File: config.mk
export PLATFORM = sky130hd
export DESIGN_NAME = tiny_language_lexer_flat
export DESIGN_NICKNAME = d
export VERILOG_FILES = /design/src/rtl/tll_pkg.sv /design/src/rtl/tll_if.sv /design/src/rtl/tiny_language_lexer.sv /design/src/rtl/tll_front.sv /design/src/rtl/tll_queue.sv /design/src/rtl/tll_back.sv /design/src/flat_wrapper.sv
export VERILOG_INCLUDE_DIRS = /design/src /design/src/rtl
export SDC_FILE = /design/constraint.sdc
export NUM_CORES = 1
export LEC_CHECK = 0
export ABC_AREA = 1
export BUFFER_PORTS_ARGS = -buffer_cell sky130_fd_sc_hd__buf_4
export CAP_MARGIN = 20
export CORE_ASPECT_RATIO = 0.5
export CORE_MARGIN = 2
export CORE_UTILIZATION = 38
export DETAILED_ROUTE_END_ITERATION = 8
export SLEW_MARGIN = 15
export SYNTH_ARGS = -nofsm -noshare
export SYNTH_HDL_FRONTEND = slang
export SYNTH_SLANG_ARGS = --single-unit
File: constraint.sdc
create_clock -name clk_i -period 13.6 [get_ports clk_i]
set_clock_uncertainty 0.2 [all_clocks]
set_input_delay 1.36 -clock clk_i [delete_from_list [all_inputs] [get_ports clk_i]]
set_output_delay 1.36 -clock clk_i [all_outputs]
set_load 0.05 [all_outputs]
File: src/rtl/tiny_language_lexer_macros.svh
// ----------------------------------------------------------------------------
// Assertion macros for the tiny language lexer
// Shared concurrent assertion forms, clocked on clk_i, off during reset.
// ----------------------------------------------------------------------------
`ifndef TINY_LANGUAGE_LEXER_MACROS_SVH
`define TINY_LANGUAGE_LEXER_MACROS_SVH

// property must hold at every clock edge out of reset
`define TLL_ASSERT(lbl, prop, msg) \
  lbl: assert property (@(posedge clk_i) disable iff (!rst_ni) prop) \
    else $error(msg);

// condition must never be seen at a clock edge out of reset
`define TLL_ASSERT_NEVER(lbl, cond, msg) \
  lbl: assert property (@(posedge clk_i) disable iff (!rst_ni) !(cond)) \
    else $error(msg);

`endif

File: src/rtl/tll_pkg.sv
// ----------------------------------------------------------------------------
// tll_pkg
// Types, token codes and character constants of the tiny language lexer.
// ----------------------------------------------------------------------------
package tll_pkg;

  // sizing
  localparam int MaxIdChars = 8;
  localparam int NumberBits = 32;
  localparam int CharW      = 8;
  localparam int KindW      = 5;
  localparam int ValueW     = 32;
  localparam int TextW      = 64;
  localparam int LenW       = 4;
  localparam int NumKw      = 8;
  localparam int NumOps     = 11;

  // token queue between front and back
  localparam int QDepth = 4;
  localparam int QPtrW  = $clog2(QDepth);
  localparam int QCntW  = $clog2(QDepth + 1);

  // saturation limits of the number accumulator
  localparam logic [NumberBits-1:0] NumMax      = '1;
  localparam logic [NumberBits-1:0] NumMaxDiv10 = NumMax / 10;
  localparam logic [3:0]            NumMaxMod10 = 4'(NumMax % 10);

  // scanner mode
  typedef enum logic [2:0] {
    ModeStart,
    ModeNum,
    ModeId,
    ModeColon,
    ModeComment
  } mode_e;

  // token kinds
  typedef enum logic [KindW-1:0] {
    KindIdent, KindNumber, KindAssign,
    KindIf, KindThen, KindElse, KindEnd, KindRepeat, KindUntil, KindRead, KindWrite,
    KindPlus, KindMinus, KindStar, KindSlash, KindEqual, KindLess, KindSemi,
    KindLparen, KindRparen, KindLbrack, KindRbrack,
    KindUnknown, KindBadNum, KindBadAssign
  } kind_e;

  // characters
  localparam logic [CharW-1:0] ChColon  = 8'h3A;
  localparam logic [CharW-1:0] ChLbrace = 8'h7B;
  localparam logic [CharW-1:0] ChRbrace = 8'h7D;
  localparam logic [CharW-1:0] ChEq     = 8'h3D;
  localparam logic [CharW-1:0] ChSpace  = 8'h20;
  localparam logic [CharW-1:0] ChTab    = 8'h09;
  localparam logic [CharW-1:0] ChCr     = 8'h0D;
  localparam logic [CharW-1:0] ChLf     = 8'h0A;

  // keywords, first character in the low byte, in kind order from KindIf
  localparam logic [TextW-1:0] KwText [NumKw] = '{
    64'h0000_0000_0000_6669,  // if
    64'h0000_0000_6E65_6874,  // then
    64'h0000_0000_6573_6C65,  // else
    64'h0000_0000_0064_6E65,  // end
    64'h0000_7461_6570_6572,  // repeat
    64'h0000_006C_6974_6E75,  // until
    64'h0000_0000_6461_6572,  // read
    64'h0000_0065_7469_7277   // write
  };
  localparam logic [LenW-1:0] KwLen [NumKw] = '{
    4'd2, 4'd4, 4'd4, 4'd3, 4'd6, 4'd5, 4'd4, 4'd5
  };

  // single-character operators, in kind order from KindPlus
  localparam logic [CharW-1:0] OpChars [NumOps] = '{
    8'h2B, 8'h2D, 8'h2A, 8'h2F, 8'h3D, 8'h3C, 8'h3B, 8'h28, 8'h29, 8'h5B, 8'h5D
  };

  // one token
  typedef struct packed {
    kind_e             kind;
    logic [ValueW-1:0] value;
    logic              ovf;
    logic [TextW-1:0]  text;
    logic [LenW-1:0]   len;
    logic              trunc;
  } tok_t;

  // all tokens of one character: one or two
  typedef struct packed {
    tok_t first;
    tok_t second;
    logic two;
  } pair_t;

endpackage

File: src/rtl/tll_if.sv
// ----------------------------------------------------------------------------
// tll_if
// Valid/ready channels of the lexer: character input and token output.
// ----------------------------------------------------------------------------

// character channel
interface tll_in_if;
  import tll_pkg::*;

  logic             valid;
  logic             ready;
  logic [CharW-1:0] char_code;
  logic             end_of_input;

  modport source (output valid, char_code, end_of_input, input ready);
  modport sink   (input valid, char_code, end_of_input, output ready);
endinterface

// token channel
interface tll_out_if;
  import tll_pkg::*;

  logic              valid;
  logic              ready;
  logic [KindW-1:0]  token_kind;
  logic [ValueW-1:0] number_value;
  logic              number_overflow;
  logic [TextW-1:0]  token_text;
  logic [LenW-1:0]   text_length;
  logic              text_truncated;
  logic              last_of_run;

  modport source (output valid, token_kind, number_value, number_overflow, token_text,
                  text_length, text_truncated, last_of_run, input ready);
  modport sink   (input valid, token_kind, number_value, number_overflow, token_text,
                  text_length, text_truncated, last_of_run, output ready);
endinterface

File: src/rtl/tiny_language_lexer.sv
// ----------------------------------------------------------------------------
// tiny_language_lexer
// Path: a character's tokens go through the pair queue to the registered output word.
// Throughput: one character a cycle while the four-entry pair queue has room;
// the output sends one word a cycle while ready is high, and a pair as two words.
// Reset: rst_ni low clears scan mode, queue pointers and output valid at once.
// ----------------------------------------------------------------------------
module tiny_language_lexer (
  input  logic      clk_i,
  input  logic      rst_ni,
  tll_in_if.sink    in_i,
  tll_out_if.source out_o
);
  import tll_pkg::*;

  logic  push, pop, full, empty;
  pair_t pair, head;

  // scanner front
  tll_front u_front (
    .clk_i  (clk_i),
    .rst_ni (rst_ni),
    .in_i   (in_i),
    .full_i (full),
    .push_o (push),
    .pair_o (pair)
  );

  // token pair queue
  tll_queue u_queue (
    .clk_i   (clk_i),
    .rst_ni  (rst_ni),
    .push_i  (push),
    .pair_i  (pair),
    .pop_i   (pop),
    .full_o  (full),
    .empty_o (empty),
    .head_o  (head)
  );

  // output back
  tll_back u_back (
    .clk_i   (clk_i),
    .rst_ni  (rst_ni),
    .empty_i (empty),
    .head_i  (head),
    .pop_o   (pop),
    .out_o   (out_o)
  );

endmodule

File: src/rtl/tll_front.sv
// ----------------------------------------------------------------------------
// tll_front
// Scanner front: takes one character a cycle while the queue is not full, tracks
// the scan mode and builds the one or two tokens that the character completes.
// ----------------------------------------------------------------------------
module tll_front (
  input  logic          clk_i,
  input  logic          rst_ni,
  tll_in_if.sink        in_i,
  input  logic          full_i,
  output logic          push_o,
  output tll_pkg::pair_t pair_o
);
  import tll_pkg::*;

  // identifier token with keyword lookup
  function automatic tok_t ident_tok(input logic [TextW-1:0] idb,
                                     input logic [LenW-1:0]  idl,
                                     input logic             idt);
    tok_t t;
    logic hit;
    t     = '0;
    t.kind = KindIdent;
    hit   = 1'b0;
    for (int k = 0; k < NumKw; k++) begin
      if (!idt && !hit && idl == KwLen[k] && idb == KwText[k]) begin
        t.kind = kind_e'(KindW'(k) + KindW'(KindIf));
        hit    = 1'b1;
      end
    end
    t.text  = idb;
    t.len   = idl;
    t.trunc = idt;
    return t;
  endfunction

  // number token
  function automatic tok_t number_tok(input logic [NumberBits-1:0] acc,
                                      input logic                  sat);
    tok_t t;
    t       = '0;
    t.kind  = KindNumber;
    t.value = ValueW'(acc);
    t.ovf   = sat;
    return t;
  endfunction

  // token carrying a short text and no value
  function automatic tok_t text_tok(input kind_e            kind,
                                    input logic [TextW-1:0] text,
                                    input logic [LenW-1:0]  len);
    tok_t t;
    t      = '0;
    t.kind = kind;
    t.text = text;
    t.len  = len;
    return t;
  endfunction

  mode_e                 mode_q, mode_d;
  logic [NumberBits-1:0] acc_q, acc_d;
  logic                  sat_q, sat_d;
  logic [TextW-1:0]      idbuf_q, idbuf_d;
  logic [LenW-1:0]       idlen_q, idlen_d;
  logic                  idtrunc_q, idtrunc_d;

  logic [CharW-1:0] ch;
  logic             eoi;
  logic             is_dig, is_let, again, op_hit;
  logic             a_v, b_v, c_v;
  tok_t             a_tok, b_tok, c_tok;
  kind_e            op_kind;
  logic             accept;

  assign ch     = in_i.char_code;
  assign eoi    = in_i.end_of_input;
  assign is_dig = (ch >= 8'h30) && (ch <= 8'h39);
  assign is_let = ((ch >= 8'h41) && (ch <= 8'h5A)) || ((ch >= 8'h61) && (ch <= 8'h7A));

  // operator lookup
  always_comb begin
    op_hit  = 1'b0;
    op_kind = KindUnknown;
    for (int k = 0; k < NumOps; k++) begin
      if (!op_hit && ch == OpChars[k]) begin
        op_kind = kind_e'(KindW'(k) + KindW'(KindPlus));
        op_hit  = 1'b1;
      end
    end
  end

  // scan step: A from leaving the mode, B from a rescan in start, C from the flush
  always_comb begin
    mode_d    = mode_q;
    acc_d     = acc_q;
    sat_d     = sat_q;
    idbuf_d   = idbuf_q;
    idlen_d   = idlen_q;
    idtrunc_d = idtrunc_q;
    again     = 1'b0;
    a_v       = 1'b0;
    b_v       = 1'b0;
    c_v       = 1'b0;
    a_tok     = '0;
    b_tok     = '0;
    c_tok     = '0;

    case (mode_q)
      ModeNum: begin
        if (is_dig) begin
          if (!sat_q) begin
            if (acc_q > NumMaxDiv10 || (acc_q == NumMaxDiv10 && ch[3:0] > NumMaxMod10)) begin
              acc_d = NumMax;
              sat_d = 1'b1;
            end else begin
              acc_d = (acc_q << 3) + (acc_q << 1) + NumberBits'(ch[3:0]);
            end
          end
        end else if (is_let) begin
          a_v   = 1'b1;
          a_tok = text_tok(KindBadNum, '0, '0);
          again = 1'b1;
        end else begin
          a_v   = 1'b1;
          a_tok = number_tok(acc_q, sat_q);
          again = 1'b1;
        end
      end
      ModeId: begin
        if (is_let) begin
          if (idlen_q < LenW'(MaxIdChars)) begin
            for (int i = 0; i < TextW / CharW; i++) begin
              if (LenW'(i) == idlen_q) begin
                idbuf_d[i*CharW +: CharW] = idbuf_q[i*CharW +: CharW] | ch;
              end
            end
            idlen_d = idlen_q + 1'b1;
          end else begin
            idtrunc_d = 1'b1;
          end
        end else begin
          a_v   = 1'b1;
          a_tok = ident_tok(idbuf_q, idlen_q, idtrunc_q);
          again = 1'b1;
        end
      end
      ModeColon: begin
        a_v = 1'b1;
        if (ch == ChEq) begin
          a_tok  = text_tok(KindAssign, TextW'({ChEq, ChColon}), LenW'(2));
          mode_d = ModeStart;
        end else begin
          a_tok = text_tok(KindBadAssign, TextW'(ChColon), LenW'(1));
          again = 1'b1;
        end
      end
      ModeComment: begin
        if (ch == ChRbrace) begin
          mode_d = ModeStart;
        end
      end
      default: begin
        again = 1'b1;
      end
    endcase

    // classify the character from the start mode
    if (again) begin
      mode_d = ModeStart;
      if (is_dig) begin
        acc_d  = NumberBits'(ch[3:0]);
        sat_d  = 1'b0;
        mode_d = ModeNum;
      end else if (is_let) begin
        idbuf_d   = TextW'(ch);
        idlen_d   = LenW'(1);
        idtrunc_d = 1'b0;
        mode_d    = ModeId;
      end else if (ch == ChColon) begin
        mode_d = ModeColon;
      end else if (ch == ChLbrace) begin
        mode_d = ModeComment;
      end else if (ch == ChSpace || ch == ChTab || ch == ChCr || ch == ChLf) begin
        mode_d = ModeStart;
      end else begin
        b_v   = 1'b1;
        b_tok = text_tok(op_kind, TextW'(ch), LenW'(1));
      end
    end

    // end of input flushes whatever is pending
    if (eoi) begin
      case (mode_d)
        ModeNum: begin
          c_v   = 1'b1;
          c_tok = number_tok(acc_d, sat_d);
        end
        ModeId: begin
          c_v   = 1'b1;
          c_tok = ident_tok(idbuf_d, idlen_d, idtrunc_d);
        end
        ModeColon: begin
          c_v   = 1'b1;
          c_tok = text_tok(KindBadAssign, TextW'(ChColon), LenW'(1));
        end
        default: begin
          c_v = 1'b0;
        end
      endcase
      mode_d = ModeStart;
    end
  end

  // pack the tokens in order; B and C never occur together
  always_comb begin
    pair_o.first  = a_v ? a_tok : (b_v ? b_tok : c_tok);
    pair_o.second = b_v ? b_tok : c_tok;
    pair_o.two    = a_v && (b_v || c_v);
  end

  assign in_i.ready = !full_i;
  assign accept     = in_i.valid && !full_i;
  assign push_o     = accept && (a_v || b_v || c_v);

  // scanner state
  always_ff @(posedge clk_i or negedge rst_ni) begin
    if (!rst_ni) begin
      mode_q    <= ModeStart;
      acc_q     <= '0;
      sat_q     <= 1'b0;
      idbuf_q   <= '0;
      idlen_q   <= '0;
      idtrunc_q <= 1'b0;
    end else if (accept) begin
      mode_q    <= mode_d;
      acc_q     <= acc_d;
      sat_q     <= sat_d;
      idbuf_q   <= idbuf_d;
      idlen_q   <= idlen_d;
      idtrunc_q <= idtrunc_d;
    end
  end

endmodule

File: src/rtl/tll_queue.sv
// ----------------------------------------------------------------------------
// tll_queue
// Short FIFO of token pairs between the scanner front and the output back.
// ----------------------------------------------------------------------------
`include "tiny_language_lexer_macros.svh"

module tll_queue (
  input  logic           clk_i,
  input  logic           rst_ni,
  input  logic           push_i,
  input  tll_pkg::pair_t pair_i,
  input  logic           pop_i,
  output logic           full_o,
  output logic           empty_o,
  output tll_pkg::pair_t head_o
);
  import tll_pkg::*;

  pair_t            entry_q [QDepth];
  logic [QPtrW-1:0] wr_ptr_q, rd_ptr_q;
  logic [QCntW-1:0] cnt_q;

  assign full_o  = (cnt_q == QCntW'(QDepth));
  assign empty_o = (cnt_q == '0);
  assign head_o  = entry_q[rd_ptr_q];

  // entry storage
  always_ff @(posedge clk_i) begin
    if (push_i) begin
      entry_q[wr_ptr_q] <= pair_i;
    end
  end

  // pointers and fill count
  always_ff @(posedge clk_i or negedge rst_ni) begin
    if (!rst_ni) begin
      wr_ptr_q <= '0;
      rd_ptr_q <= '0;
      cnt_q    <= '0;
    end else begin
      if (push_i) begin
        wr_ptr_q <= (wr_ptr_q == QPtrW'(QDepth - 1)) ? '0 : wr_ptr_q + 1'b1;
      end
      if (pop_i) begin
        rd_ptr_q <= (rd_ptr_q == QPtrW'(QDepth - 1)) ? '0 : rd_ptr_q + 1'b1;
      end
      if (push_i && !pop_i) begin
        cnt_q <= cnt_q + 1'b1;
      end else if (pop_i && !push_i) begin
        cnt_q <= cnt_q - 1'b1;
      end
    end
  end

  `TLL_ASSERT_NEVER(a_push_full, push_i && full_o, "token pair pushed into a full queue")
  `TLL_ASSERT_NEVER(a_pop_empty, pop_i && empty_o, "token pair popped from an empty queue")
  `TLL_ASSERT(a_cnt_range, cnt_q <= QCntW'(QDepth), "queue fill count out of range")

endmodule

File: src/rtl/tll_back.sv
// ----------------------------------------------------------------------------
// tll_back
// Output back: takes token pairs from the queue and sends one word a cycle
// if not stalled, via a registered output; marks each character's last word.
// ----------------------------------------------------------------------------
`include "tiny_language_lexer_macros.svh"

module tll_back (
  input  logic           clk_i,
  input  logic           rst_ni,
  input  logic           empty_i,
  input  tll_pkg::pair_t head_i,
  output logic           pop_o,
  tll_out_if.source      out_o
);
  import tll_pkg::*;

  logic out_valid_q, out_valid_d;
  tok_t out_tok_q, out_tok_d;
  logic out_last_q, out_last_d;
  logic sec_pend_q, sec_pend_d;
  tok_t sec_tok_q, sec_tok_d;
  logic load;

  // output slot is free when empty or its word is being taken
  assign load  = !out_valid_q || out_o.ready;
  assign pop_o = load && !sec_pend_q && !empty_i;

  always_comb begin
    out_valid_d = out_valid_q;
    out_tok_d   = out_tok_q;
    out_last_d  = out_last_q;
    sec_pend_d  = sec_pend_q;
    sec_tok_d   = sec_tok_q;
    if (load) begin
      if (sec_pend_q) begin
        out_valid_d = 1'b1;
        out_tok_d   = sec_tok_q;
        out_last_d  = 1'b1;
        sec_pend_d  = 1'b0;
      end else if (!empty_i) begin
        out_valid_d = 1'b1;
        out_tok_d   = head_i.first;
        out_last_d  = !head_i.two;
        sec_pend_d  = head_i.two;
        sec_tok_d   = head_i.second;
      end else begin
        out_valid_d = 1'b0;
      end
    end
  end

  // control
  always_ff @(posedge clk_i or negedge rst_ni) begin
    if (!rst_ni) begin
      out_valid_q <= 1'b0;
      sec_pend_q  <= 1'b0;
    end else begin
      out_valid_q <= out_valid_d;
      sec_pend_q  <= sec_pend_d;
    end
  end

  // payload
  always_ff @(posedge clk_i) begin
    out_tok_q  <= out_tok_d;
    out_last_q <= out_last_d;
    sec_tok_q  <= sec_tok_d;
  end

  assign out_o.valid           = out_valid_q;
  assign out_o.token_kind      = out_tok_q.kind;
  assign out_o.number_value    = out_tok_q.value;
  assign out_o.number_overflow = out_tok_q.ovf;
  assign out_o.token_text      = out_tok_q.text;
  assign out_o.text_length     = out_tok_q.len;
  assign out_o.text_truncated  = out_tok_q.trunc;
  assign out_o.last_of_run     = out_last_q;

  `TLL_ASSERT(a_pend_shown, sec_pend_q |-> out_valid_q, "second token pending with no word out")
  `TLL_ASSERT(a_pend_last, out_valid_q |-> (sec_pend_q == !out_last_q), "last mark mismatch")
  `TLL_ASSERT(a_valid_hold, out_valid_q && !out_o.ready |=> out_valid_q, "word dropped in stall")

endmodule
File: src/flat_wrapper.sv
// flat-port wrapper written by rule: the top's interface ports become plain ports
module tiny_language_lexer_flat import tll_pkg::*;
  (clk_i, rst_ni, in_i_valid, in_i_char_code, in_i_end_of_input, in_i_ready, out_o_valid, out_o_token_kind, out_o_number_value, out_o_number_overflow, out_o_token_text, out_o_text_length, out_o_text_truncated, out_o_last_of_run, out_o_ready);
  tll_in_if in_i_i ();
  tll_out_if out_o_i ();
  input  logic clk_i;
  input  logic rst_ni;
  input wire logic [$bits(in_i_i.valid)-1:0] in_i_valid;
  input wire logic [$bits(in_i_i.char_code)-1:0] in_i_char_code;
  input wire logic [$bits(in_i_i.end_of_input)-1:0] in_i_end_of_input;
  output wire logic [$bits(in_i_i.ready)-1:0] in_i_ready;
  output wire logic [$bits(out_o_i.valid)-1:0] out_o_valid;
  output wire logic [$bits(out_o_i.token_kind)-1:0] out_o_token_kind;
  output wire logic [$bits(out_o_i.number_value)-1:0] out_o_number_value;
  output wire logic [$bits(out_o_i.number_overflow)-1:0] out_o_number_overflow;
  output wire logic [$bits(out_o_i.token_text)-1:0] out_o_token_text;
  output wire logic [$bits(out_o_i.text_length)-1:0] out_o_text_length;
  output wire logic [$bits(out_o_i.text_truncated)-1:0] out_o_text_truncated;
  output wire logic [$bits(out_o_i.last_of_run)-1:0] out_o_last_of_run;
  input wire logic [$bits(out_o_i.ready)-1:0] out_o_ready;
  assign in_i_i.valid = in_i_valid;
  assign in_i_i.char_code = in_i_char_code;
  assign in_i_i.end_of_input = in_i_end_of_input;
  assign in_i_ready = in_i_i.ready;
  assign out_o_valid = out_o_i.valid;
  assign out_o_token_kind = out_o_i.token_kind;
  assign out_o_number_value = out_o_i.number_value;
  assign out_o_number_overflow = out_o_i.number_overflow;
  assign out_o_token_text = out_o_i.token_text;
  assign out_o_text_length = out_o_i.text_length;
  assign out_o_text_truncated = out_o_i.text_truncated;
  assign out_o_last_of_run = out_o_i.last_of_run;
  assign out_o_i.ready = out_o_ready;
  tiny_language_lexer u_core (.clk_i(clk_i), .rst_ni(rst_ni), .in_i(in_i_i), .out_o(out_o_i));
endmodule
=== After elaboration in Yosys (flattened, before gate mapping) ===
Memories as Yosys holds them, arrays and structs flattened.
Index checks and enable logic that the tools add are counted.

* Flip-flop bits (word level): 329
* Logic and storage cells: 396
* Output and inout port bits: 110
* RAM bits: 860
* Memories kept: 1

{| class="wikitable"
|+ Memory list
! name !! depth !! bits a word !! rd ports !! clocked after memory_dff !! write ports !! RTL line !! RTL
|-
| u_core.u_queue.entry_q || 4 || 215 || 1 || 0 || 1 || tll_queue.sv:19 || <nowiki>pair_t entry_q [QDepth];</nowiki>
|}

* Bitwise logic cells: 10
* Muxes and demuxes: 167
* Equal/unequal tests: 63
* Reductions and logical operators: 115
* $lt $le $gt $ge: 9
* Add/sub/neg operators: 7

{| class="wikitable"
|+ Operator list
! operator !! number
|-
| $mux 107 || 15
|-
| $pmux 107 s3 || 2
|-
| $eq 64x31->1 const B || 6
|-
| $mux 64 || 6
|-
| $eq 64x39->1 const B || 4
|-
| $mux 32 || 6
|-
| $eq 64x15->1 const B || 2
|-
| $eq 64x23->1 const B || 2
|-
| $eq 64x47->1 const B || 2
|-
| $mux 5 || 25
|-
| $eq 8x6->1 const B || 11
|-
| $mux 1 || 82
|-
| $logic_and 1x1->1 || 67
|-
| $mux 8 || 8
|-
| $or 8x8->8 || 8
|-
| $logic_not 1->1 || 33
|-
| $add 32x32->32 || 1
|-
| $add 32x4->32 || 1
|-
| $eq 32x29->1 const B || 1
|-
| $eq 8x7->1 const B || 4
|-
| $gt 32x29->1 const B || 1
|-
| $mux 3 || 10
|-
| $eq 4x3->1 const B || 6
|-
| $eq 8x4->1 const B || 3
|-
| other kinds (32) || 65
|}

=== Longest topological paths before layout ===
* Depth after elaboration: 65
* Depth in mapped cells: 28

=== Modules after synthesis ===
Synthesis repeated with hierarchy kept, for this count alone.

* Cell total of the unflattened synthesis: 5159
* Area, all modules: 54036.8 µm²

{| class="wikitable"
|+ Modules (own cells, without submodules)
! module !! area each (µm²) !! cells an instance !! instances !! seq. area each (µm²)
|-
| tll_queue || 34212.8 || 2560 || 1 || 25999.9
|-
| tll_front || 11945.2 || 2022 || 1 || 2627.5
|-
| tll_back || 7878.8 || 577 || 1 || 6506.2
|}

=== Least setup slack after synthesis ===
OpenSTA, ideal clock, no wires.

* Path type: input to register
* Start: in in_i_char_code[4]
* End: mem u_core.u_queue.entry_q[0][0] (netlist bit) (enable)
* Data required time: 12.605 ns
* Stages on the path: 13
* Arrival time: 11.835 ns
* Setup slack: 0.771 ns
* Cell sequence: inv_1 -> nand3_1 -> nand3_2 -> nand2_2 -> nand3_4 -> inv_2 -> nor2_1 -> inv_1 -> nor3_2 -> inv_1 -> nand2_1 -> o21ai_1 -> nor2_1

* Longest elaborated chain between the ends: 15
* Elaborated cells on any way between the ends: 51
* Classes of those cells: 6 x order compare; 11 x eq/ne; 23 x mux; 11 x reduce/logical

{| class="wikitable"
|+ RTL lines
! element !! RTL line !! RTL
|-
| from (decl) || flat_wrapper.sv:9 || <nowiki>input wire logic [$bits(in_i_i.char_code)-1:0] in_i_char_code;</nowiki>
|-
| parallel branches: the longest is 11 deep, another holds $ge 8x7->1 || - ||
|-
| $logic_or 1x1->1 * || tll_front.sv:223 || <nowiki>assign push_o = accept && (a_v || b_v || c_v);</nowiki>
|-
| $logic_and 1x1->1 * || tll_front.sv:223 ||
|-
| $mux 1 * || tll_queue.sv:29 || <nowiki>if (push_i) begin</nowiki>
|-
| $mux 1 (not written as such) * || tll_queue.sv:30 || <nowiki>entry_q[wr_ptr_q] <= pair_i;</nowiki>
|-
| to (decl) || tll_queue.sv:19 ||
|}

Mark *: on every way between the ends.

=== Worst setup path after layout ===
* Start: in in_i_char_code[4]
* End: mem u_core.u_queue.entry_q[1][194] (netlist bit) (enable)

Same word-level chain as after synthesis.

==> impl_metrics.env <==
export IMPL_drc_errors=0
export IMPL_tns_ns=0
export IMPL_path_clk_slew_ns=0.07
export IMPL_cp_max_fo=65
export IMPL_ys_seq_area_share_pct=68.7
export IMPL_setup_slack_ns=7.53
export IMPL_min_path_type="register to register"
export IMPL_fillers=12384
export IMPL_start_kind="input pin"
export IMPL_num_vias=35274
export IMPL_grt_antenna_before_repair=4
export IMPL_critical_path_buf_inv_count=7
export IMPL_worstSkewPairLatency_ns=0.72
export IMPL_drtIter0Drc=3583
export IMPL_worst_path_dominant_cell_family="buffers and inverters"
export IMPL_reg2reg_to="u_core.u_queue.entry_q[1][194]"
export IMPL_clockBufferDepth=3
export IMPL_synth_edf_count=1075
export IMPL_grt_pass1_vias=34385
export IMPL_gr_usage_met2_pct=33.2
export IMPL_p_leak_nw=20.7
export IMPL_hold_viol=0
export IMPL_postCtsHoldBufs=0
export IMPL_synth_fp_nets=4662
export IMPL_std_cell_rows=95
export IMPL_dp_hpwl_um=83000
export IMPL_drive_gt1_share_pct=8.50
export IMPL_ys_top_cells_by_area="edfxtp_1 (63%), nor2_1 (7.2%), o21ai_0 (6.3%)"
export IMPL_drv_cap=0
export IMPL_synth_top_cell_by_area="edfxtp_1"
export IMPL_cp_num_cells=16
export IMPL_dp_cells=6300
export IMPL_final_cell_mix="edfxtp_1 (1075), nor2_1 (981), o21ai_0 (644), nand2_1 (432), inv_1 (293)"
export IMPL_cts_resized_gates=0
export IMPL_synthToLayoutAreaGrowth_pct=12.6
export IMPL_endpoint="u_core.u_queue.entry_q[1][194]"
export IMPL_firstDrtPassIters=6
export IMPL_ys_flop_type="edfxtp_1"
export IMPL_io_buffer_count=122
export IMPL_gr_total_overflow=0
export IMPL_cts_setup_buffers=0
export IMPL_timing_final_crit_period_ns=6.07
export IMPL_ys_warnings_count=0
export IMPL_syn_avg_cell_area_um2=11.2
export IMPL_final_common_cell="edfxtp_1"
export IMPL_slowest_stage="buf_4"
export IMPL_path_cells="buf_4 -> inv_1 -> nand3_1 -> nand3_2 -> buf_4 -> nand2_2 -> nand3_4 -> inv_2 -> nor2_1 -> inv_1 -> nor3_2 -> inv_1 -> nand2_1 -> o21ai_1 -> nor2_4 -> buf_4"
export IMPL_clock_fmax_mhz=165
export IMPL_finalSetupViolCount=0
export IMPL_fin_util_pct=43.0
export IMPL_period_share_pct=44.7
export IMPL_total_power_mw=13.9
export IMPL_grt_max_degree=243
export IMPL_cts_tree="yes"
export IMPL_cp_required_ns=13.72
export IMPL_slew_viol_final=0
export IMPL_synth_area_um2=51100
export IMPL_avgViaCountPerCell=5.42
export IMPL_io_pins=123
export IMPL_gp_congestion=0.930
export IMPL_die_x_um=523
export IMPL_totalWireLength_um=139000
export IMPL_dp_slack_ns=6.70
export IMPL_netlist_instances=4578
export IMPL_die_height_um=263
export IMPL_power_density_nw_per_um2=241
export IMPL_htreeDepth=3
export IMPL_ant_nets=0
export IMPL_r2r_setup_slack_ns=8.08
export IMPL_worstRegToRegCells=13
export IMPL_numCtsBuffers=109
export IMPL_synth_top_area_share_pct=63.2
export IMPL_rsz0062_at_grt="false"
export IMPL_ir_drop_mv=0.148
export IMPL_ys_seq_elements=1189
export IMPL_crit_type="input pin to register"
export IMPL_worst_slew_pin_slew_ns=1.11
export IMPL_die_area_um2=138000
export IMPL_gr_usage_met1_pct=27.2
export IMPL_use_met3_pct=3.02
export IMPL_layout_cells_non_filler=6513
export IMPL_outcome="finished, final reports clean"
export IMPL_avgRoutedWirePerCell_um=21.4
export IMPL_root_buffer="clkbuf_16"
export IMPL_grt_pass1_wl_um=210000
export IMPL_cp_data_arrival_time_ns=6.20
export IMPL_startpoint="in_i_char_code[4]"
export IMPL_cts_sink_count=1189
export IMPL_end_kind="register"
export IMPL_nNetsFinal=4703
export IMPL_coreArea_um2=134000
export IMPL_grt_busiest_layer="met2"
export IMPL_critPathMaxStageDelay_ns=0.92
export IMPL_relSlewSlack_pct=26.1
export IMPL_grt_util_all_layers_pct=19.8
export IMPL_rr_startpoint="u_core.u_front.mode_q[1]"
export IMPL_start_util_pct=38.2
export IMPL_synth_cell_types=57
export IMPL_ys_async_sr_fraction_pct=9.59
[routing by layer]
metal,share of wire [%],vias to the layer above
met3,5.5,208
met5,0,-
li1,-,16368
met4,2.0,0
met1,44,17636
met2,48,1062
[sequential cells by signal, indices dropped and copies added (netlist names)]
name	cells
u_core.u_front.mode_q	3
u_core.u_back.out_o.valid	1
u_core.u_front.sat_q	1
u_core.u_queue.rd_ptr_q	2
u_core.u_back.out_o.number_overflow	1
u_core.u_back.out_o.text_length	4
u_core.u_back.out_o.last_of_run	1
u_core.u_back.sec_pend_q	1
u_core.u_back.out_o.token_kind	5
u_core.u_queue.wr_ptr_q	2
u_core.u_queue.cnt_q	3
u_core.u_front.idtrunc_q	1
u_core.u_back.sec_tok_q	107
u_core.u_back.out_o.number_value	32
u_core.u_back.out_o.token_text	64
u_core.u_back.out_o.text_truncated	1
u_core.u_queue.entry_q	860
u_core.u_front.acc_q	32
u_core.u_front.idbuf_q	64
u_core.u_front.idlen_q	4
[how the worst min path moves through the flow]
stage,start,endpoint,cells after the start
floorplan,u_core.u_front.idbuf_q[7],u_core.u_front.idbuf_q[7],2
global placement,u_core.u_front.idbuf_q[7],u_core.u_front.idbuf_q[7],2
detailed placement,u_core.u_queue.cnt_q[2],u_core.u_queue.cnt_q[2],1
CTS,rst_ni,u_core.u_front.acc_q[21],1
global route,rst_ni,u_core.u_front.acc_q[21],1
finish,u_core.u_queue.cnt_q[2],u_core.u_queue.cnt_q[2],1
[synth_stat cells (4+ instances only)]
master and n:
a22oi_1 6, edfxtp_1 1075, nor3_1 35, xnor2_1 5
nor2_2 8, o21a_1 6, o221ai_1 9, a21oi_1 73
o21ai_1 13, nand3_1 85, a31oi_1 115, buf_1 25
nand2_1 435, o22ai_1 180, clkinv_1 5, o311ai_0 4
nor4_1 29, nand3b_1 8, nand2_2 6, inv_2 12
buf_2 8, nor2_1 986, xor2_1 19, ha_1 68
inv_1 296, dfrtp_1 114, nand4_1 42, o211ai_1 18
clkbuf_1 197, o21bai_1 4, o21ai_0 644
[final cells by class]
class | instances | area (um2) | share of cell area (%)
multi-input combinational | 2841 | 13900 | 24.2
clock buffer | 134 | 2890 | 5.03
sequential | 1189 | 35100 | 61.1
antenna | 3 | 7.51 | 0.0130
clock inverter | 74 | 781 | 1.36
timing repair buffer | 165 | 1350 | 2.34
inverter | 313 | 1200 | 2.08
tap | 1794 | 2240 | 3.90
[cell families (layout without fill, tap and decap cells)]
kind of cell	after synthesis	count (layout)	share of synthesized area, %
buffers and inverters	548	686	4.11
multiplexers	1	1	0.0220
other	0	3	0
flip-flops	1189	1189	68.7
AO/OA/AOI/OAI	1090	1090	11.8
adder cells (fa/ha/maj)	71	71	1.78
AND/OR/NAND/NOR	1655	1655	13.2
XOR/XNOR	24	24	0.411
[power breakdown]
group / switching (mW) / internal (mW) / leakage, nW
registers: 0.450 / 5.44 / 11.5
clock network: 1.40 / 1.76 / 1.80
logic: 3.59 / 1.23 / 7.39
[metrics by stage]
stage / cell area (um2) / hold slack (ns)
final: 57500 / 0.307
after global routing: 57500 / 0.317
after CTS: 57500 / 0.304
after detailed placement: 53800 / 0.295
after global placement: 53800 / 0.284
after floorplan: 51100 / 0.253
Note: power is estimated with default switching activity, not from simulation.
